### config.mk
export PLATFORM = sky130hd
export DESIGN_NAME = tanc_front
export DESIGN_NICKNAME = d
export VERILOG_FILES = /design/src/rtl/tanc_pkg.sv /design/src/rtl/tanc_front.sv
export SDC_FILE = /design/constraint.sdc
export NUM_CORES = 1
export LEC_CHECK = 0
export BUFFER_PORTS_ARGS = -buffer_cell sky130_fd_sc_hd__buf_2
export CELL_PAD_IN_SITES_DETAIL_PLACEMENT = 1
export CELL_PAD_IN_SITES_GLOBAL_PLACEMENT = 1
export CORE_MARGIN = 2
export CORE_UTILIZATION = 44
export CTS_CLUSTER_SIZE = 40
export DETAILED_ROUTE_END_ITERATION = 8
export GPL_TIMING_DRIVEN = 1
export PLACE_DENSITY = 0.84
export SLEW_MARGIN = 20
export SYNTH_ARGS = -nofsm -noshare
export SYNTH_HDL_FRONTEND = slang
export SYNTH_SLANG_ARGS = --single-unit
### constraint.sdc
create_clock -name aclk -period 5.3 [get_ports aclk]
set_input_delay 0 -clock aclk [delete_from_list [all_inputs] [get_ports aclk]]
set_output_delay 0 -clock aclk [all_outputs]
set_load 0.05 [all_outputs]
### src/rtl/tanc_pkg.sv
// ----------------------------------------------------------------------------
// tanc_pkg
// Shared item types and constants for the tile average / nearest color unit.
// ----------------------------------------------------------------------------
`default_nettype none

package tanc_pkg;

    localparam int CHAN_W        = 8;
    localparam int INDEX_W       = 8;
    localparam int ENTRY_COUNT_W = 9;
    localparam int SEARCH_CAP    = 256;
    localparam int DIST_W        = 18;

    localparam logic KIND_LOAD  = 1'b0;
    localparam logic KIND_PIXEL = 1'b1;

    typedef struct packed {
        logic               kind;
        logic [INDEX_W-1:0] entry_index;
        logic [CHAN_W-1:0]  red;
        logic [CHAN_W-1:0]  green;
        logic [CHAN_W-1:0]  blue;
        logic               last_pixel;
    } in_item_t;

    typedef struct packed {
        logic [INDEX_W-1:0] best_index;
        logic [CHAN_W-1:0]  mean_red;
        logic [CHAN_W-1:0]  mean_green;
        logic [CHAN_W-1:0]  mean_blue;
        logic               table_empty;
        logic               tile_overflow;
    } out_item_t;

endpackage

`default_nettype wire

### src/rtl/tanc_front.sv
// ----------------------------------------------------------------------------
// tanc_front
// Accepts items, accumulates tile pixels and queues table loads and
// finished tile jobs for the back end.
// ----------------------------------------------------------------------------
`default_nettype none

module tanc_front #(
    parameter int MAX_TILE_PIXELS = 1024,
    parameter int CW = 11,
    parameter int SW = 18,
    parameter int QW = 2 + 11 + 3 * 18 + 8
) (
    input  wire logic              aclk,
    input  wire logic              aresetn,
    input  wire logic              s_valid,
    output logic                   s_ready,
    input  wire tanc_pkg::in_item_t s_data,
    input  wire logic              q_full,
    output logic                   q_push,
    output logic [QW-1:0]          q_data
);

    logic [SW-1:0] sum_r_reg, sum_g_reg, sum_b_reg;
    logic [SW-1:0] sum_r_next, sum_g_next, sum_b_next;
    logic [CW-1:0] cnt_reg, cnt_next;
    logic          ovf_reg, ovf_next;
    logic          accept;
    logic          is_pixel;

    assign s_ready  = !q_full;
    assign accept   = s_valid && s_ready;
    assign is_pixel = (s_data.kind == tanc_pkg::KIND_PIXEL);
    assign q_push   = accept && (!is_pixel || s_data.last_pixel);

    always_comb begin
        sum_r_next = sum_r_reg;
        sum_g_next = sum_g_reg;
        sum_b_next = sum_b_reg;
        cnt_next   = cnt_reg;
        ovf_next   = ovf_reg;
        if (cnt_reg < CW'(MAX_TILE_PIXELS)) begin
            sum_r_next = sum_r_reg + SW'(s_data.red);
            sum_g_next = sum_g_reg + SW'(s_data.green);
            sum_b_next = sum_b_reg + SW'(s_data.blue);
            cnt_next   = cnt_reg + CW'(1);
        end else begin
            ovf_next = 1'b1;
        end
    end

    always_comb begin
        if (is_pixel) begin
            q_data = {1'b1, ovf_next, cnt_next, sum_b_next, sum_g_next, sum_r_next,
                      {tanc_pkg::INDEX_W{1'b0}}};
        end else begin
            q_data = {1'b0, 1'b0, {CW{1'b0}}, SW'(s_data.blue), SW'(s_data.green),
                      SW'(s_data.red), s_data.entry_index};
        end
    end

    always_ff @(posedge aclk) begin
        if (!aresetn) begin
            sum_r_reg <= '0;
            sum_g_reg <= '0;
            sum_b_reg <= '0;
            cnt_reg   <= '0;
            ovf_reg   <= 1'b0;
        end else if (accept && is_pixel) begin
            if (s_data.last_pixel) begin
                sum_r_reg <= '0;
                sum_g_reg <= '0;
                sum_b_reg <= '0;
                cnt_reg   <= '0;
                ovf_reg   <= 1'b0;
            end else begin
                sum_r_reg <= sum_r_next;
                sum_g_reg <= sum_g_next;
                sum_b_reg <= sum_b_next;
                cnt_reg   <= cnt_next;
                ovf_reg   <= ovf_next;
            end
        end
    end

endmodule

`default_nettype wire

# Word-level counts from Yosys, hierarchy flattened
# Index checks and enable logic that the tools add are counted.
[op_classes] addsub=4 n_lt_le_gt_ge=1 muxes=11 reduce_logical=6
[op_table] operator="$mux 18" count=6
[op_table] operator="$mux 75" count=1
[op_table] operator="$add 18x8->18" count=3
[op_table] operator="$mux 11" count=2
[op_table] operator="$add 11x1->11 const B" count=1
[op_table] operator="$lt 11x11->1 const B" count=1
[op_table] operator="$logic_and 1x1->1" count=3
[op_table] operator="$logic_not 1->1" count=2
[op_table] operator="$mux 1" count=2
[op_table] operator="$logic_or 1x1->1" count=1
[totals] regBits=66 in_bits=38 output_inout_bits=77 elab_cells=27

# Depth between registers and ports, before layout
# Gate-level depths: netlist (run 1).
[depth] ltp_word=3 depth_mapped=8 ltp_nobuf=7

# Worst setup path after synthesis (run 1)
# No wires, ideal clock.
[synth_timing] path_type="register -> output" start="register sum_b_reg[0]" end="output port q_data[50]" arrival_ps=2540 required_ps=5300 slack_ps=2760 stages_incl_launch_ff=8 path_buffers=0 cell_sequence="dfxtp_1 -> ha_1 -> fa_1 -> a211oi_1 -> o21ai_0 -> xor2_1 -> mux2i_1 -> a21oi_1"
[synth_between] elab_chain_cells=3
[synth_rtl] item="start, declared" line="tanc_front.sv:24" source="logic [SW-1:0] sum_r_reg, sum_g_reg, sum_b_reg;"
[synth_rtl] item="start signal, assigned" line="tanc_front.sv:79" source="sum_b_reg <= sum_b_next;"
[synth_rtl] item="$add 18x8->18" line="tanc_front.sv:45" source="sum_b_next = sum_b_reg + SW'(s_data.blue);"
[synth_rtl] item="$mux 18" line="tanc_front.sv:42" source="if (cnt_reg < CW'(MAX_TILE_PIXELS)) begin"
[synth_rtl] item="$mux 75" line="tanc_front.sv:53" source="if (is_pixel) begin"
[synth_rtl] item="end, declared" line="tanc_front.sv:21" source="output logic [QW-1:0] q_data"
# No other way between the ends.

# Worst setup path in the final report (run 1)
[layout_timing] start="register sum_g_reg[7]" end="output port q_data[41]"
[layout_between] elab_chain_cells=3
[layout_rtl] item="start, declared" line="tanc_front.sv:24"
[layout_rtl] item="start signal, assigned" line="tanc_front.sv:78" source="sum_g_reg <= sum_g_next;"
[layout_rtl] item="$add 18x8->18" line="tanc_front.sv:44" source="sum_g_next = sum_g_reg + SW'(s_data.green);"
[layout_rtl] item="$mux 18" line="tanc_front.sv:42"
[layout_rtl] item="$mux 75" line="tanc_front.sv:53"
# No other way between the ends.

==> flow_metrics.env, run 1 <==
export IMPL_critPathCapture="q_data[41]"
export IMPL_dpl_hpwl_um=12300
export IMPL_syn_area_sq_mm=0.00546
export IMPL_first_iter_violations=259
export IMPL_async_reset_ff_frac=0
export IMPL_num_io_pins=115
export IMPL_cts_tree="yes"
export IMPL_gp_congestion=0.848
export IMPL_hold_class="in -> reg"
export IMPL_synth_seq_area_share=0.242
export IMPL_core_area_sq_mm=0.0121
export IMPL_start_kind="register"
export IMPL_leakagePower_nw=2.66
export IMPL_num_rows=40
export IMPL_crit_start="sum_g_reg[7]"
export IMPL_start_util=0.452
export IMPL_switchingPower_mw=0.442
export IMPL_rsz0062_at_grt="false"
export IMPL_clk_latency_ns=0.35
export IMPL_antenna_left=0
export IMPL_layoutNonFillerInstCount=953
export IMPL_synthTopCellsByArea="dfxtp_1 24%, ha_1 5.7%, xnor2_1 5.6%"
export IMPL_clock_skew_ns=0.00646
export IMPL_fin_crit_ns=2.84
export IMPL_synth_commonest_cells="66 x dfxtp_1, 53 x nand2_1, 51 x a21oi_1"
export IMPL_cpPeakStageDelay_ns=0.44
export IMPL_worstPathArrival_ns=2.84
export IMPL_cts_buffer_depth=2
export IMPL_grt_pass1_wl_um=28300
export IMPL_die_height_um=115
export IMPL_worst_path_stages=7
export IMPL_cts_root_buffer="clkbuf_16"
export IMPL_nFillCells=1550
export IMPL_synth_edff_count=0
export IMPL_crit_chain="ha_1, nand4_1, o22ai_1, nor2_1, nor3_1, mux2i_1, buf_2"
export IMPL_htree_levels=3
export IMPL_p_seq_frac=0.359
export IMPL_vias=5636
export IMPL_worstPathRequired_ns=5.30
export IMPL_cpLargestDelayFamily="simple AND/OR/NAND/NOR gates"
export IMPL_synth_ff_type="dfxtp_1"
export IMPL_area_growth_pct=17.1
export IMPL_antenna_found_initial=0
export IMPL_cp_slowest_cell="o22ai_1"
export IMPL_syn_area_per_cell_sq_um=7.89
export IMPL_yosysTopAreaCellShare=0.242
export IMPL_layout_nets=846
export IMPL_synthDistinctLibCells=64
export IMPL_vias_per_cell=5.91
export IMPL_synth_nets=758
export IMPL_netSwitchingFraction=0.313
export IMPL_grt_max_degree=107
export IMPL_yosys_warnings=0
export IMPL_cts_hold_buffers=0
export IMPL_grt_usage=0.269
export IMPL_post_cts_buffers=0
export IMPL_slew_headroom=0.265
export IMPL_power_frac_comb=0.196
export IMPL_path_class="reg -> out"
export IMPL_hold_viol_final=0
export IMPL_dp_cells=937
export IMPL_p_int_mw=0.971
export IMPL_clkSlewWorstSetupHoldPaths_ns=0.06
export IMPL_pwr_density_cell_mw_per_mm2=221
export IMPL_cts_num_sinks=66
export IMPL_grt_overflow=0
export IMPL_r2r_start="sum_b_reg[0]"
export IMPL_endpoint_kind="output pin"
export IMPL_r2r_cells=7
export IMPL_status="finished clean"
export IMPL_grt_pass1_vias=5837
export IMPL_synthCells=692
export IMPL_setup_violations_final=0
export IMPL_diodes=0
export IMPL_final_util=0.530
export IMPL_r2r_slack_ns=3.01
export IMPL_setup_tns_ns=0
export IMPL_clock_power_share=0.445
export IMPL_dieArea_sq_mm=0.0133
export IMPL_cts_resized_gates=0
export IMPL_synth_seq_cells=66
export IMPL_synth_top_cell_by_area="dfxtp_1"
export IMPL_crit_buf_inv=1
export IMPL_r2r_end="sum_b_reg[12]"
export IMPL_die_w_um=115
export IMPL_drive_gt1_frac=0.209
export IMPL_timing_fmax_ghz=0.352
export IMPL_drc=0
export IMPL_drt_wirelength_per_cell_um=18.3
export IMPL_port_buffers=114
export IMPL_max_cap_violations=0
export IMPL_yosysMostFrequentCell="dfxtp_1"
export IMPL_drv_slew=0
export IMPL_vdd_drop_max_uv=110
export IMPL_drt_pass1_iter_count=5
export IMPL_post_route_period_util=0.536
export IMPL_cts_buffers=9
export IMPL_wl_um=17400
export IMPL_worst_pin_slew_ns=1.10
export IMPL_worst_path_max_fanout=8
==> kinds of logic (layout without fill, tap and decap cells) <==
| family | count (synthesis) | after routing | synth area share |
|---|---|---|---|
| xor+xnor | 47 | 47 | 0.0754 |
| simple gates | 273 | 273 | 0.277 |
| compound gates | 196 | 196 | 0.242 |
| buf+inv | 54 | 147 | 0.0438 |
| flops | 66 | 66 | 0.242 |
| fa+ha+maj | 28 | 28 | 0.0683 |
| mux | 28 | 28 | 0.0521 |
==> power groups by stage <==
stage	combinational (mW)	sequential (mW)	clock (mW)
floorplan	0.204	0.516	0
global placement	0.265	0.517	0
detailed placement	0.275	0.518	0
CTS	0.277	0.507	0.635
global route	0.297	0.508	0.657
finish	0.277	0.507	0.629
==> worst min-delay path by stage <==
stage               startpoint            to  slack (ns)  depth (start not counted)
floorplan           s_data[33]    q_data[74]        0.17                          1
global placement    s_data[28]     q_data[3]        0.40                          3
detailed placement  s_data[28]     q_data[3]        0.41                          3
CTS                 s_data[17]  sum_r_reg[0]        0.10                          4
global route        s_data[17]  sum_r_reg[0]        0.13                          4
finish              s_data[17]  sum_r_reg[0]        0.11                          4
==> cells in the final DEF, fill, tap and decap left out, types with 11 or more instances in the layout <==
cell      instances
nor2_1           40
mux2i_1          25
a22o_1           12
dfxtp_1          65
nand2_1          53
xnor2_1          35
xor2_1           12
ha_1             25
or3_1            18
a31oi_1          19
buf_2           114
a21oi_1          51
inv_1            11
and2_1           37
nor3_1           11
o211ai_1         15
nand2b_1         11
o21ai_0          35
nand3_1          24
nand4_1          12
nor2b_1          29
==> per-stage QoR <==
stage               total power, mW  hold WS (ns)  setup slack (ns)  area [sq um]
detailed placement            0.793         0.412              2.61          6080
global placement              0.782         0.404              2.80          6080
global route                   1.46         0.130              2.37          6390
finish                         1.41         0.108              2.46          6390
floorplan                     0.721         0.167              2.76          5460
CTS                            1.42         0.101              2.47          6390
==> layout make-up <==
class / count / area, sq um / share of cell area
inverter: 12 / 45.0 / 0.00705
clock inverter: 4 / 50.0 / 0.00783
multi-input combinational: 572 / 3900 / 0.610
sequential: 66 / 1320 / 0.207
clock buffer: 12 / 256 / 0.0401
timing repair buffer: 119 / 608 / 0.0952
tap: 168 / 210 / 0.0329
==> metal layers <==
layer	track usage	up-vias	part of all wire
li1	-	2691	-
met2	0.470	136	0.50
met1	0.336	2784	0.44
met3	0.0290	25	0.036
met4	0.110	0	0.025
met5	0	-	0
==> tightest hold or removal path: stages <==
cell,delay (ns)
buf_2,0.09
ha_1,0.15
a22oi_1,0.07
nor2b_1,0.10
(Power assumes the default switching activity.)
==> run 2: changes to the inputs <==
CORE_UTILIZATION = 41   (was 44)
PLACE_DENSITY = 0.79   (was 0.84)
clock period = 2.7 ns   (was 5.3 ns; I/O delays follow)
==> run 2 against run 1 <==
- final cell count is 1.8% higher
- sequential share of layout area is 0.67 points lower
- global-route usage down 0.59 points
- sequential cell count stayed put
- sequential power is 96% higher
- power up 96%
- die area increased by 7.1%
- first-iteration DRC count increased by 3.9%
- cell area grew 3.4%
- hold slack got worse by 0.014 ns
- critical path type unchanged
==> flow_metrics.env, run 2 (synthesis gave the netlist of run 1 again) <==
export IMPL_hold_viol_final=0
export IMPL_mostFrequentLayoutCells="109 x buf_2, 65 x dfxtp_1, 53 x nand2_1, 49 x a21oi_1"
export IMPL_start_kind="register"
export IMPL_layoutNonFillerInstCount=970
export IMPL_clock_skew_ns=0.00496
export IMPL_die_height_um=119
export IMPL_cts_tree="yes"
export IMPL_grt_overflow=0
export IMPL_cts_num_sinks=66
export IMPL_wl_um=18800
export IMPL_cpPeakStageDelay_ns=0.41
export IMPL_place_area_sq_mm=0.00614
export IMPL_crit_buf_inv=1
export IMPL_num_rows=42
export IMPL_cpLargestDelayFamily="compound AO/OA/AOI/OAI gates"
export IMPL_worstPathRequired_ns=2.70
export IMPL_leakagePower_nw=2.72
export IMPL_final_util=0.503
export IMPL_start_util=0.415
export IMPL_first_iter_violations=269
export IMPL_core_area_sq_mm=0.0131
export IMPL_slew_headroom=0.245
export IMPL_vias=5714
export IMPL_num_io_pins=115
export IMPL_cts_buffer_depth=2
export IMPL_grt_pass1_wl_um=30000
export IMPL_max_cap_violations=0
export IMPL_dieArea_sq_mm=0.0142
export IMPL_timing_fmax_ghz=0.373
export IMPL_fin_area_sq_mm=0.00661
export IMPL_grt_max_degree=100
export IMPL_top_usage_layer="met2"
export IMPL_pre_cts_ws_ns=0.301
export IMPL_setup_violations_final=0
export IMPL_drt_wirelength_per_cell_um=19.4
export IMPL_seqCellArea_sq_mm=0.00132
export IMPL_vias_per_cell=5.89
export IMPL_worstPathArrival_ns=2.68
export IMPL_r2r_slack_ns=0.31
export IMPL_nFillCells=1663
export IMPL_endpoint_kind="output pin"
export IMPL_worst_pin_slew_ns=1.13
export IMPL_pwr_density_cell_mw_per_mm2=420
export IMPL_grt_pass1_vias=5973
export IMPL_die_w_um=119
export IMPL_grt_usage=0.263
export IMPL_drc=0
export IMPL_diodes=0
export IMPL_gr_usage_met1=0.340
export IMPL_port_buffers=114
export IMPL_antenna_left=0
export IMPL_drive_gt1_frac=0.238
export IMPL_dpl_hpwl_um=13100
export IMPL_dp_cells=950
export IMPL_path_class="reg -> out"
export IMPL_clkSlewWorstSetupHoldPaths_ns=0.06
export IMPL_drt_pass1_iter_count=4
export IMPL_gp_congestion=0.873
export IMPL_layout_commonest_cell="buf_2"
export IMPL_cp_slowest_cell="dfxtp_1"
export IMPL_worst_path_max_fanout=4
export IMPL_multiInputGateArea_sq_mm=0.00403
export IMPL_cts_root_buffer="clkbuf_16"
export IMPL_use_met2=0.431
export IMPL_htree_levels=3
export IMPL_hold_class="in -> reg"
export IMPL_grt_use_met3=0.0335
export IMPL_antenna_found_initial=0
export IMPL_cts_buffers=9
export IMPL_drv_slew=0
export IMPL_setup_ws_ns=0.0163
export IMPL_clk_latency_ns=0.35
export IMPL_post_route_period_util=0.994
export IMPL_area_growth_pct=21.1
export IMPL_layout_nets=855
export IMPL_setup_tns_ns=0
export IMPL_fin_crit_ns=2.68
export IMPL_crit_chain="ha_1, a211oi_4, o21ai_1, a31oi_2, mux2i_1, a311o_1, buf_2"
export IMPL_status="finished clean"
export IMPL_vdd_drop_max_uv=232
==> run 2: cell types whose count changed in the layout (fill, tap and decap cells not counted), moves of 3 or more <==
cell	change
buf_4	+9
a211oi_1	-5
buf_2	-5
ha_1	-4
ha_2	+4
a211oi_4	+3
clkbuf_1	+3
clkbuf_4	+3
==> run 2: routing by layer <==
layer	wire (um)	part of all wire
met4	439	0.023
met5	0	0
met1	8410	0.45
met3	834	0.044
met2	9130	0.49
==> run 2: worst paths after layout <==
check,startpoint,endpoint,cells past startpoint
max,sum_g_reg[1],q_data[33],7
min,aresetn,cnt_reg[4],2
max reg2reg,cnt_reg[10],sum_g_reg[7],4
min reg2reg,ovf_reg,ovf_reg,2
==> run 2: final cells by class <==
class,instances,area share
sequential,66,0.200
tap,176,0.0333
clock inverter,3,0.00606
multi-input combinational,572,0.611
timing repair buffer,128,0.107
clock buffer,13,0.0364
inverter,12,0.00682
==> run 2: repair_timing <==
item / in CTS / in global routing
setup buffers: 0 / 4
hold buffers: 0 / 0
setup endpoints to repair: 14 / 21
pin swaps: 0 / 8
gates resized for setup: 7 / 27
==> run 2: where the power goes <==
part | switching (mW) | total [mW] | internal (mW) | leakage [nW]
Combinational | 0.405 | 0.579 | 0.174 | 2.05
Sequential | 0.0120 | 0.996 | 0.984 | 0.533
Clock | 0.487 | 1.20 | 0.714 | 0.138
Total | 0.904 | 2.78 | 1.87 | 2.72
==> run 2: through the flow <==
| step | hold WS, ns | total power [mW] |
|---|---|---|
| 4_1_cts | 0.0767 | 2.76 |
| 3_5_place_dp | 0.373 | 1.57 |
| 5_1_grt | 0.103 | 2.86 |
| 3_3_place_gp | 0.354 | 1.55 |
| 2_1_floorplan | 0.167 | 1.41 |
| 6_report | 0.0939 | 2.78 |
