[src/rtl/tanc_queue.sv]
// ----------------------------------------------------------------------------
// tanc_queue
// Two-entry queue between the front end and the back end.
// ----------------------------------------------------------------------------
`default_nettype none

module tanc_queue #(
    parameter int W = 8
) (
    input  wire logic         aclk,
    input  wire logic         aresetn,
    input  wire logic         push,
    input  wire logic [W-1:0] push_data,
    input  wire logic         pop,
    output logic [W-1:0]      head_data,
    output logic              full,
    output logic              empty
);

    logic [W-1:0] slot_reg [2];
    logic         wr_ptr_reg, rd_ptr_reg;
    logic [1:0]   fill_reg;

    assign full      = (fill_reg == 2'd2);
    assign empty     = (fill_reg == 2'd0);
    assign head_data = slot_reg[rd_ptr_reg];

    always_ff @(posedge aclk) begin
        if (push) begin
            slot_reg[wr_ptr_reg] <= push_data;
        end
    end

    always_ff @(posedge aclk) begin
        if (!aresetn) begin
            wr_ptr_reg <= 1'b0;
            rd_ptr_reg <= 1'b0;
            fill_reg   <= 2'd0;
        end else begin
            if (push) begin
                wr_ptr_reg <= !wr_ptr_reg;
            end
            if (pop) begin
                rd_ptr_reg <= !rd_ptr_reg;
            end
            if (push && !pop) begin
                fill_reg <= fill_reg + 2'd1;
            end else if (pop && !push) begin
                fill_reg <= fill_reg - 2'd1;
            end
        end
    end

endmodule

`default_nettype wire

[config.mk]
export PLATFORM = sky130hd
export DESIGN_NAME = tanc_queue
export DESIGN_NICKNAME = d
export VERILOG_FILES = /design/src/rtl/tanc_queue.sv
export SDC_FILE = /design/constraint.sdc
export NUM_CORES = 1
export LEC_CHECK = 0
export BUFFER_PORTS_ARGS = -buffer_cell sky130_fd_sc_hd__buf_2
export CORE_ASPECT_RATIO = 1.75
export CORE_MARGIN = 3
export CORE_UTILIZATION = 35
export DETAILED_ROUTE_END_ITERATION = 10
export PLACE_DENSITY = 0.67
export SYNTH_ARGS = -nofsm -noshare
export SYNTH_HDL_FRONTEND = slang
export SYNTH_SLANG_ARGS = --single-unit
[constraint.sdc]
create_clock -name aclk -period 1.65 [get_ports aclk]
set_input_delay 0.495 -clock aclk [delete_from_list [all_inputs] [get_ports aclk]]
set_output_delay 0.495 -clock aclk [all_outputs]
set_load 0.02 [all_outputs]
# == After elaboration in Yosys (flattened, before gate mapping) ==
# Memory sizes are Yosys's and may differ from the RTL's. A register that Yosys moved wholly into a read port is not among the register bits.
# Index checks and enable logic that the tools add are counted.
# classes
eq_ne,1
n_mux,6
add_sub_neg,2
reduce_logical,8
# ops
operator,count
$logic_not 1->1,4
$mux 1,4
$mux 2,2
$add 2x1->2 const B,1
$eq 2x2->1 const B,1
$logic_and 1x1->1,2
$logic_not 2->1,1
$reduce_bool 2->1,1
$sub 2x1->2 const B,1
# totals
elab_cells,21
output_inout_bits,10
ram_bits,16
regBits,4
inputBits,12
mem_count,1
# mem_list
name,words,word_bits,read_ports,rd_ports_with_merged_regs,wr,line,source
slot_reg,2,8,1,1,1,20,logic [W-1:0] slot_reg [2];

# == Logic depth before layout (Yosys ltp) ==
# Gate-level depths: netlist of run 1.
# depth
word_depth,4
ltp_mapped,5
mapped_depth_nobuf,5

# == Least setup slack after synthesis of run 1 ==
# OpenSTA, ideal clock, no wires.
# synth_path
path_type,input to register
startpoint,in pop
endpoint,reg fill_reg[1]
path_stages,4
setup_ns,0.070
setup_slack_ns,0.287
path_buffers,0
arrival_ns,1.293
required_ns,1.580
cell_sequence,inv_1 -> ha_1 -> or3_1 -> a21boi_1
# synth_via
elab_chain_cells,3
word_cells_on_any_way,5
classes_between,mux: 1; reduce/logical: 4
# synth_lines
element,line,source
"start, declared",14,"input wire logic pop,"
$logic_not 1->1,46,if (push && !pop) begin
$logic_and 1x1->1,46,
$mux 2 / $reduce_bool 2->1 (equally long branches),n/a,
"end signal, assigned",47,fill_reg <= fill_reg + 2'd1;
"end signal, assigned",49,fill_reg <= fill_reg - 2'd1;
"end, declared",22,logic [1:0] fill_reg;
# Parallel ways exist; a longest one is shown, timed or not.
# A chain may end at the register's enable or synchronous reset.

==> results of run 1 <==
[critical path: stages, from the launching register on]
cell                      delay (ns)
sky130_fd_sc_hd__dfxtp_2        0.35
sky130_fd_sc_hd__buf_8          0.14
sky130_fd_sc_hd__mux2_4         0.31
sky130_fd_sc_hd__buf_6          0.13
[cell families (layout without fill, tap and decap cells)]
kind of cell,Yosys count,after routing,synth area share
compound gates,3,3,0.0252
xor+xnor,3,3,0.0331
fa+ha+maj,1,1,0.0157
buf+inv,2,29,0.0110
flops,21,21,0.731
mux,8,8,0.113
simple gates,9,9,0.0709
[per-stage QoR]
stage	util	instances	instance area, um^2
2_1_floorplan	-	47	795
3_3_place_gp	0.447	94	947
3_5_place_dp	0.447	94	947
4_1_cts	0.502	98	1060
5_1_grt	0.502	98	1060
6_report	0.502	98	1060
[repair_timing]
action | CTS | global route
setup buffers | 0 | 0
resized for setup | 27 | 1
setup endpoints to repair | 8 | 9
hold endpoints to repair | 0 | 0
[power by group through the flow]
stage | combinational (uW) | sequential, uW | clock (uW)
5_1_grt | 235 | 628 | 271
6_report | 218 | 623 | 247
3_3_place_gp | 171 | 630 | 0
2_1_floorplan | 113 | 628 | 0
4_1_cts | 222 | 622 | 247
3_5_place_dp | 174 | 632 | 0
[routing by layer]
layer	routed length, um	vias up
met5	0	-
li1	-	226
met1	450	215
met3	61	4
met4	45	0
met2	683	14
[worst paths after layout]
kind / endpoint / cells after the start / from
hold / removal: slot_reg[0][4]$_DFFE_PP_ / 1 / push_data[4]
hold reg to reg: fill_reg[1]$_SDFFE_PN0P_ / 2 / fill_reg[1]$_SDFFE_PN0P_
setup reg to reg: slot_reg[1][2]$_DFFE_PP_ / 1 / wr_ptr_reg$_SDFFE_PN0P_
setup / recovery: head_data[7] / 3 / flop
[final cells by class]
cell class	instances	area share
flip-flops and latches	21	0.548
multi-input cells	24	0.221
repair buffers	24	0.174
well taps	24	0.0282
clock buffers	3	0.0212
clock inverters	1	0.00470
inverters	1	0.00353
[placed cells by master (no fill, tap or decap), drive strengths merged]
cell / Yosys / final
nor2b: 2 / 2
or3: 1 / 1
inv: 1 / 1
o21a: 1 / 1
xnor2: 1 / 1
ha: 1 / 1
xor2: 2 / 2
nor2: 1 / 1
clkinv: 0 / 1
clkbuf: 0 / 3
a21boi: 1 / 1
and2: 4 / 4
and2b: 1 / 1
mux2: 8 / 8
edfxtp: 16 / 16
buf: 1 / 24
o21ai: 1 / 1
dfxtp: 5 / 5
==> flow_metrics.py, run 1 <==
metrics = {
    "placed_design": {
        "routabilityCongestion": 0.588,
        "placement.setup.worst_slack_ns": 0.115,
        "dp_hpwl_um": 922,
        "io_buffers": 21,
    },
    "floorplan": {
        "start_util": 0.375,
        "die-area_um2": 2900,
        "io_pins": 22,
        "fp-row-count": 22,
        "die_w_um": 42.0,
        "core_um2": 2120,
        "chipHeight_um": 69.0,
    },
    "setup_path": {
        "r2r_setup_slack_ns": 0.57,
        "type_of_element_launching_the_critical_path": "flop",
        "highest_fanout_seen_on_the_critical_path": 8,
        "worstSetupEndpointType": "output pin",
        "critical_setup_path_class": "flop to output pin",
        "req_time_crit_path_ns": 1.15,
        "arrival_ns": 1.24,
    },
    "routing": {
        "route.detailed.wl_per_inst_um": 12.7,
        "drt_pass1_iterations": 3,
        "drt_first_iter_violations": 13,
        "route.detailed.vias_per_inst": 4.68,
        "drt-total-wl_um": 1240,
        "vias": 459,
        "drc": 0,
        "detail-route-antenna-nets": 0,
    },
    "power": {
        "netSwitchingFraction": 0.250,
        "seqPwrFrac": 0.573,
        "netSwitchingPower_uw": 271,
        "power.density_cell_area_nw_per_um2": 1020,
        "cellLeakagePower_uw": 0.000445,
        "power_consumption_uw": 1090,
        "p_comb_frac": 0.200,
        "internal_power_uw": 816,
        "maximum_vdd_drop_mv": 0.547,
        "clockPowerShare": 0.227,
    },
    "grt": {
        "grt-busiest-layer": "met2",
        "groute.layer.met2.usage": 0.166,
        "grt_first_pass_wirelength_um": 2030,
        "grt_max_degree": 13,
        "antenna_violations_before_repair": 0,
        "globalRoute.totalOverflow": 0,
        "global_route.usage.met3": 0.0183,
        "gr-usage-all-layers": 0.0963,
        "groute.layer.met1.usage": 0.0937,
        "first_global_vias": 477,
    },
    "yosys": {
        "syn_nets": 60,
        "synth_seq_area_share": 0.731,
        "synth_cells": 47,
        "synth.top_cells.by_area": "sky130_fd_sc_hd__edfxtp_1 (60%), sky130_fd_sc_hd__dfxtp_1 (13%), sky130_fd_sc_hd__mux2_2 (11%)",
        "synthesis.area_um2": 795,
        "synth_common_cells": "sky130_fd_sc_hd__edfxtp_1 (16), sky130_fd_sc_hd__mux2_2 (8), sky130_fd_sc_hd__dfxtp_1 (5)",
        "yosysTopAreaCellShare": 0.605,
        "synth.yosys.warnings": 0,
        "synth_enable_flop_cells": 16,
        "syn_avg_cell_area_um2": 16.9,
        "netlist.top_cell.by_area": "sky130_fd_sc_hd__edfxtp_1",
        "dominantRegCellSynth": "sky130_fd_sc_hd__edfxtp_1",
        "yosys.cell_types.count": 16,
        "yosys_register_bits": 21,
        "postSynth.asyncResetShare": 0,
        "synth.most_common_cell": "sky130_fd_sc_hd__edfxtp_1",
    },
    "clocking": {
        "cts_sinks": 21,
        "clkTransAtPathRegs_ns": 0.12,
        "post_cts_hold_buffer_count": 0,
        "htree_num_levels": 1,
        "tritoncts": "built",
        "root_buffer": "sky130_fd_sc_hd__clkbuf_4",
        "clockBufferDepth": 2,
        "worst_skew_pair.late_latency_ns": 0.30,
        "cts_buffers": 3,
    },
    "final_layout": {
        "synthToLayoutAreaGrowth_pct": 34.0,
        "finalNetCount": 88,
        "n_antenna_cell": 0,
        "num-fill-cells": 189,
        "post_route_cells_drive_above_1_share": 0.527,
        "total_area_of_multi_input_combinational_cells_um2": 235,
        "seqCellArea_um2": 583,
        "largest_register_ff_count": 16,
    },
    "timing": {
        "final_hold_slack_ns": 0.372,
        "period_minus_ws_final_ns": 1.73,
        "finalSetupTns_ns": -0.629,
        "maxClockFrequency_mhz": 577,
        "max_slew_margin": 0.730,
        "unrepaired_setup_endpoints_after_global_routing": "true",
        "maxSlewViolCount": 0,
        "hold_viol": 0,
        "skew_ns": 0.00682,
        "setup_viol": 8,
        "worst_pin_slew_ns": 0.404,
        "fin_crit_sh": 1.05,
        "fin_ws_ns": -0.0819,
    },
    "job": {
        "maxCapViolCount": 0,
    },
    "outcome": {
        "violations": "negative setup slack",
        "outcome": "finished with violations",
    },
    "worst_hold_path": {
        "hold_path.class": "input pin to flop",
    },
}
No activity file was read; power rests on OpenSTA's default activity.
==> run 2: changes to the inputs <==
--- a/config.mk
+++ b/config.mk
@@ -8,9 +8,10 @@
 export BUFFER_PORTS_ARGS = -buffer_cell sky130_fd_sc_hd__buf_2
 export CORE_ASPECT_RATIO = 1.75
 export CORE_MARGIN = 3
-export CORE_UTILIZATION = 35
+export CORE_UTILIZATION = 25
+export CTS_CLUSTER_DIAMETER = 200
 export DETAILED_ROUTE_END_ITERATION = 10
-export PLACE_DENSITY = 0.67
+export PLACE_DENSITY = 0.54
 export SYNTH_ARGS = -nofsm -noshare
 export SYNTH_HDL_FRONTEND = slang
 export SYNTH_SLANG_ARGS = --single-unit
==> run 2 against run 1 <==
The run still ends with negative setup slack left. Hold slack gained 0.056 ns. Critical endpoint is now head_data[1]. Count of clock-buffer cells in the layout grew 1. Sequential power is essentially flat. Wire length grew 5.7%. Cell count grew 17%.
==> flow_metrics.py, run 2 (synthesis results as in run 1) <==
metrics = {
    "timing": {
        "max_slew_margin": 0.745,
        "hold_viol": 0,
        "skew_ns": 0.00126,
        "period_minus_ws_final_ns": 1.66,
        "maxClockFrequency_mhz": 602,
        "unrepaired_setup_endpoints_after_global_routing": "true",
        "maxSlewViolCount": 0,
        "worst_pin_slew_ns": 0.383,
        "setup_viol": 8,
        "fin_ws_ns": -0.0120,
        "fin_crit_sh": 1.01,
    },
    "final_layout": {
        "largest_register_ff_count": 16,
        "n_antenna_cell": 0,
        "most_common_cell_after_layout_fill_and_taps_aside": "sky130_fd_sc_hd__edfxtp_1",
        "synthToLayoutAreaGrowth_pct": 38.0,
        "finish.cell_count_without_fillers": 115,
        "finalNetCount": 87,
        "post_route_cells_drive_above_1_share": 0.493,
        "mostFrequentLayoutCells": "sky130_fd_sc_hd__edfxtp_1 (16), sky130_fd_sc_hd__buf_2 (13), sky130_fd_sc_hd__mux2_4 (8), sky130_fd_sc_hd__buf_6 (8)",
        "num-fill-cells": 322,
    },
    "clocking": {
        "clkTransAtPathRegs_ns": 0.07,
        "cts_buffers": 3,
        "htree_num_levels": 1,
        "post_cts_hold_buffer_count": 0,
        "root_buffer": "sky130_fd_sc_hd__clkbuf_8",
        "tritoncts": "built",
        "worst_skew_pair.late_latency_ns": 0.25,
        "cts_sinks": 21,
        "clockBufferDepth": 2,
    },
    "grt": {
        "gr-usage-all-layers": 0.0736,
        "grt_max_degree": 12,
        "antenna_violations_before_repair": 0,
        "globalRoute.totalOverflow": 0,
        "first_global_vias": 516,
        "grt_first_pass_wirelength_um": 2170,
    },
    "routing": {
        "route.detailed.wl_per_inst_um": 11.4,
        "vias": 451,
        "drt_pass1_iterations": 4,
        "route.detailed.vias_per_inst": 3.92,
        "drc": 0,
        "drt_first_iter_violations": 7,
        "detail-route-antenna-nets": 0,
        "drt-total-wl_um": 1310,
    },
    "setup_path": {
        "highest_fanout_seen_on_the_critical_path": 8,
        "req_time_crit_path_ns": 1.15,
        "crit_slowest_cell": "sky130_fd_sc_hd__dfxtp_2",
        "worstSetupEndpointType": "output pin",
        "arrival_ns": 1.17,
        "critPathMaxStageDelay_ns": 0.33,
        "critical_setup_path_class": "flop to output pin",
        "ordered_list_of_cells_on_the_worst_path": "buf_8 -> mux2_4 -> buf_6",
        "type_of_element_launching_the_critical_path": "flop",
    },
    "floorplan": {
        "chipHeight_um": 80.6,
        "io_pins": 22,
        "start_util": 0.265,
        "die_w_um": 48.6,
        "core_um2": 2990,
        "fp-row-count": 26,
        "die-area_um2": 3920,
    },
    "outcome": {
        "violations": "negative setup slack",
        "outcome": "finished with violations",
    },
    "worst_hold_path": {
        "hold_path.class": "input pin to flop",
    },
    "placed_design": {
        "dp_hpwl_um": 949,
        "io_buffers": 21,
        "routabilityCongestion": 0.598,
        "dpl_cells": 111,
    },
    "job": {
        "maxCapViolCount": 0,
    },
    "power": {
        "power_consumption_uw": 1160,
        "cellLeakagePower_uw": 0.000445,
        "maximum_vdd_drop_mv": 0.663,
        "power.density_cell_area_nw_per_um2": 1060,
    },
}
## run 2: changes by cell type in the layout (fill, tap and decap cells not counted), sizes merged
| cell | delta |
|---|---|
| buf | -1 |
| clkbuf | +1 |
| clkinv | -1 |
## run 2: routing by layer
| layer | vias to the layer above | wire length [um] | global-route usage |
|---|---|---|---|
| met5 | - | 0 | 0 |
| met4 | 0 | 4 | 0.0427 |
| met3 | 2 | 86 | 0.0241 |
| met2 | 16 | 688 | 0.132 |
| met1 | 211 | 532 | 0.0728 |
| li1 | 222 | - | - |
## run 2: through the flow
step | util | setup slack [ns] | cell area, um^2 | setup TNS, ns | hold slack, ns
global route | 0.366 | -0.0393 | 1100 | -0.296 | 0.417
CTS | 0.366 | -0.0280 | 1100 | -0.166 | 0.422
detailed placement | 0.321 | 0.106 | 962 | 0 | 0.509
global placement | 0.321 | 0.149 | 962 | 0 | 0.488
floorplan | - | 0.287 | 795 | 0 | 0.466
finish | 0.366 | -0.0120 | 1100 | -0.0648 | 0.428
## run 2: where the power goes
| part | switching [uW] | leakage (uW) | internal (uW) | total, uW |
|---|---|---|---|---|
| logic | 98.7 | 0.000230 | 117 | 216 |
| clock network | 151 | 0.0000228 | 171 | 322 |
| registers | 16.6 | 0.000192 | 606 | 623 |
## run 2: path summary, 6_finish.rpt
path	start	endpoint	slack, ns	cells after the start
max	flop	head_data[1]	-0.01	3
min	push_data[4]	slot_reg[1][4]$_DFFE_PP_	0.43	1
max reg2reg	wr_ptr_reg$_SDFFE_PN0P_	slot_reg[1][6]$_DFFE_PP_	0.59	1
min reg2reg	fill_reg[1]$_SDFFE_PN0P_	fill_reg[1]$_SDFFE_PN0P_	0.53	2
## run 2: critical path: cells and delay by family, from the launching register on
kind | cells | cell delay, ns
multiplexers | 1 | 0.31
flip-flops | 1 | 0.33
buffers and inverters | 2 | 0.27
## run 2: repair_timing
item                       CTS  global route
setup buffers                0             0
resized for setup           27             0
setup endpoints to repair    8             8
## run 2: area by class of cell
class | instances | area, um^2 | area share
sequential | 21 | 582 | 0.531
timing repair buffer | 23 | 178 | 0.162
tap | 42 | 52.6 | 0.0479
inverter | 1 | 3.75 | 0.00342
clock buffer | 4 | 45.0 | 0.0411
multi-input combinational | 24 | 235 | 0.215
==> run 3: changes to the inputs <==
--- a/config.mk
+++ b/config.mk
@@ -6,12 +6,14 @@
 export NUM_CORES = 1
 export LEC_CHECK = 0
 export BUFFER_PORTS_ARGS = -buffer_cell sky130_fd_sc_hd__buf_2
+export CELL_PAD_IN_SITES_DETAIL_PLACEMENT = 2
+export CELL_PAD_IN_SITES_GLOBAL_PLACEMENT = 2
 export CORE_ASPECT_RATIO = 1.75
 export CORE_MARGIN = 3
 export CORE_UTILIZATION = 25
 export CTS_CLUSTER_DIAMETER = 200
 export DETAILED_ROUTE_END_ITERATION = 10
-export PLACE_DENSITY = 0.54
+export PLACE_DENSITY = 0.68
 export SYNTH_ARGS = -nofsm -noshare
 export SYNTH_HDL_FRONTEND = slang
 export SYNTH_SLANG_ARGS = --single-unit
==> run 3 against run 2 <==
The flow still finishes with violations (negative setup slack). Largest cell class unchanged. Total power increased by 0.59%. Combinational power down 6%. Highest routed layer unchanged. Clock skew is 0.0030 ns higher.
==> flow_metrics.py, run 3 (synthesis results as in run 1) <==
metrics = {
    "routing": {
        "drt-total-wl_um": 1530,
        "drt_pass1_iterations": 2,
        "route.detailed.wl_per_inst_um": 13.4,
        "route.detailed.vias_per_inst": 4.04,
        "drt_first_iter_violations": 6,
        "drc": 0,
        "detail-route-antenna-nets": 0,
        "vias": 461,
    },
    "timing": {
        "skew_ns": 0.00431,
        "max_slew_margin": 0.715,
        "unrepaired_setup_endpoints_after_global_routing": "true",
        "period_minus_ws_final_ns": 1.66,
        "worst_pin_slew_ns": 0.427,
        "fin_crit_sh": 1.00,
        "setup_viol": 3,
        "fin_ws_ns": -0.00564,
        "maxClockFrequency_mhz": 604,
        "hold_viol": 0,
        "maxSlewViolCount": 0,
        "finalSetupTns_ns": -0.00821,
    },
    "final_layout": {
        "finalNetCount": 86,
        "num-fill-cells": 324,
        "mostFrequentLayoutCells": "sky130_fd_sc_hd__edfxtp_1 (16), sky130_fd_sc_hd__buf_2 (13), sky130_fd_sc_hd__mux2_4 (8), sky130_fd_sc_hd__buf_6 (8)",
        "largest_register_ff_count": 16,
        "synthToLayoutAreaGrowth_pct": 36.5,
        "post_route_cells_drive_above_1_share": 0.500,
        "n_antenna_cell": 0,
        "most_common_cell_after_layout_fill_and_taps_aside": "sky130_fd_sc_hd__edfxtp_1",
        "finalInstanceArea_um2": 1080,
    },
    "grt": {
        "grt_first_pass_wirelength_um": 2510,
        "globalRoute.totalOverflow": 0,
        "gr-usage-all-layers": 0.0854,
        "first_global_vias": 529,
        "grt_max_degree": 13,
        "antenna_violations_before_repair": 0,
    },
    "setup_path": {
        "critical_setup_path_class": "flop to output pin",
        "crit_slowest_cell": "sky130_fd_sc_hd__dfxtp_4",
        "arrival_ns": 1.16,
        "critPathMaxStageDelay_ns": 0.44,
        "rr_worst_depth": 1,
        "type_of_element_launching_the_critical_path": "flop",
        "req_time_crit_path_ns": 1.15,
        "crit_reg_reg_startpoint": "wr_ptr_reg$_SDFFE_PN0P_",
        "highest_fanout_seen_on_the_critical_path": 8,
        "ordered_list_of_cells_on_the_worst_path": "mux2_4 -> buf_6",
        "r2r_setup_slack_ns": 0.54,
        "worst_r2r_endpoint": "slot_reg[1][5]$_DFFE_PP_",
        "worstSetupEndpointType": "output pin",
        "capturing_instance_or_port_of_the_critical_path": "head_data[3]",
    },
    "job": {
        "maxCapViolCount": 0,
    },
    "power": {
        "maximum_vdd_drop_mv": 0.417,
        "power.density_cell_area_nw_per_um2": 1080,
        "power_consumption_uw": 1170,
        "cellLeakagePower_uw": 0.000440,
    },
    "clocking": {
        "cts_buffers": 3,
        "clockBufferDepth": 2,
        "htree_num_levels": 1,
        "root_buffer": "sky130_fd_sc_hd__clkbuf_8",
        "cts_sinks": 21,
        "clkTransAtPathRegs_ns": 0.08,
        "worst_skew_pair.late_latency_ns": 0.26,
        "post-cts-setup-buffer-count": 0,
        "tritoncts": "built",
        "post_cts_hold_buffer_count": 0,
    },
    "floorplan": {
        "io_pins": 22,
        "chipHeight_um": 80.6,
        "die_w_um": 48.6,
        "fp-row-count": 26,
        "core_um2": 2990,
        "start_util": 0.265,
        "die-area_um2": 3920,
    },
    "placed_design": {
        "io_buffers": 21,
        "routabilityCongestion": 0.579,
        "dp_hpwl_um": 1140,
        "placedInstanceArea_um2": 955,
    },
    "outcome": {
        "outcome": "finished with violations",
        "violations": "negative setup slack",
    },
    "worst_hold_path": {
        "hold_path.class": "input pin to flop",
    },
}
run 3: cell count changes in the layout (fill, tap and decap cells not counted):
cell,before,now
sky130_fd_sc_hd__clkbuf_1,1,0
sky130_fd_sc_hd__clkinv_2,0,1
sky130_fd_sc_hd__dfxtp_2,1,0
sky130_fd_sc_hd__dfxtp_4,0,1
sky130_fd_sc_hd__buf_8,1,0
run 3: timing repair:
action                     CTS  global route
setup endpoints to repair    8             8
resized for setup           26             0
pin swaps                    0             0
run 3: worst min-delay path by stage:
stage / start / endpoint / slack [ns] / depth (start not counted)
5_1_grt: push_data[4] / slot_reg[0][4]$_DFFE_PP_ / 0.42 / 1
3_5_place_dp: fill_reg[1]$_SDFFE_PN0P_ / fill_reg[1]$_SDFFE_PN0P_ / 0.51 / 2
4_1_cts: push_data[2] / slot_reg[0][2]$_DFFE_PP_ / 0.42 / 1
6_report: push_data[2] / slot_reg[0][2]$_DFFE_PP_ / 0.42 / 1
3_3_place_gp: fill_reg[1]$_SDFFE_PN0P_ / fill_reg[1]$_SDFFE_PN0P_ / 0.49 / 2
2_1_floorplan: fill_reg[1]$_SDFFE_PN0P_ / fill_reg[1]$_SDFFE_PN0P_ / 0.47 / 2
run 3: per-stage QoR:
| stage | instances | util | setup slack, ns | hold slack (ns) |
|---|---|---|---|---|
| 6_report | 114 | 0.362 | -0.00564 | 0.422 |
| 5_1_grt | 114 | 0.362 | -0.0436 | 0.419 |
| 4_1_cts | 114 | 0.362 | -0.0237 | 0.421 |
| 3_5_place_dp | 110 | 0.319 | 0.0572 | 0.507 |
| 3_3_place_gp | 110 | 0.319 | 0.0715 | 0.486 |
| 2_1_floorplan | 47 | - | 0.287 | 0.466 |
run 3: layer usage:
| layer | vias to the layer above | global-route usage | part of all wire | wire length, um |
|---|---|---|---|---|
| met2 | 14 | 0.158 | 0.57 | 865 |
| met3 | 2 | 0.0223 | 0.048 | 73 |
| li1 | 217 | - | - | - |
| met1 | 228 | 0.0871 | 0.37 | 568 |
| met4 | 0 | 0.0427 | 0.014 | 21 |
| met5 | - | 0 | 0 | 0 |
run 3: worst max-delay path, delay by kind of cell, from the launching register on:
kind / cells / cell delay, ns
flops: 1 / 0.44
buf+inv: 1 / 0.13
mux: 1 / 0.33
run 3: area by class of cell:
type	count	area (um^2)	area share
clock buffer	3	41.3	0.0381
multi-input combinational	24	235	0.217
timing repair buffer	22	163	0.150
tap	42	52.6	0.0484
clock inverter	1	5.00	0.00461
sequential	21	584	0.539
inverter	1	3.75	0.00346
run 3: where the power goes:
part	switching [uW]	total, uW	internal, uW	leakage [uW]
Combinational	92.7	203	111	0.000222
Clock	164	332	168	0.0000255
Sequential	26.3	632	606	0.000192
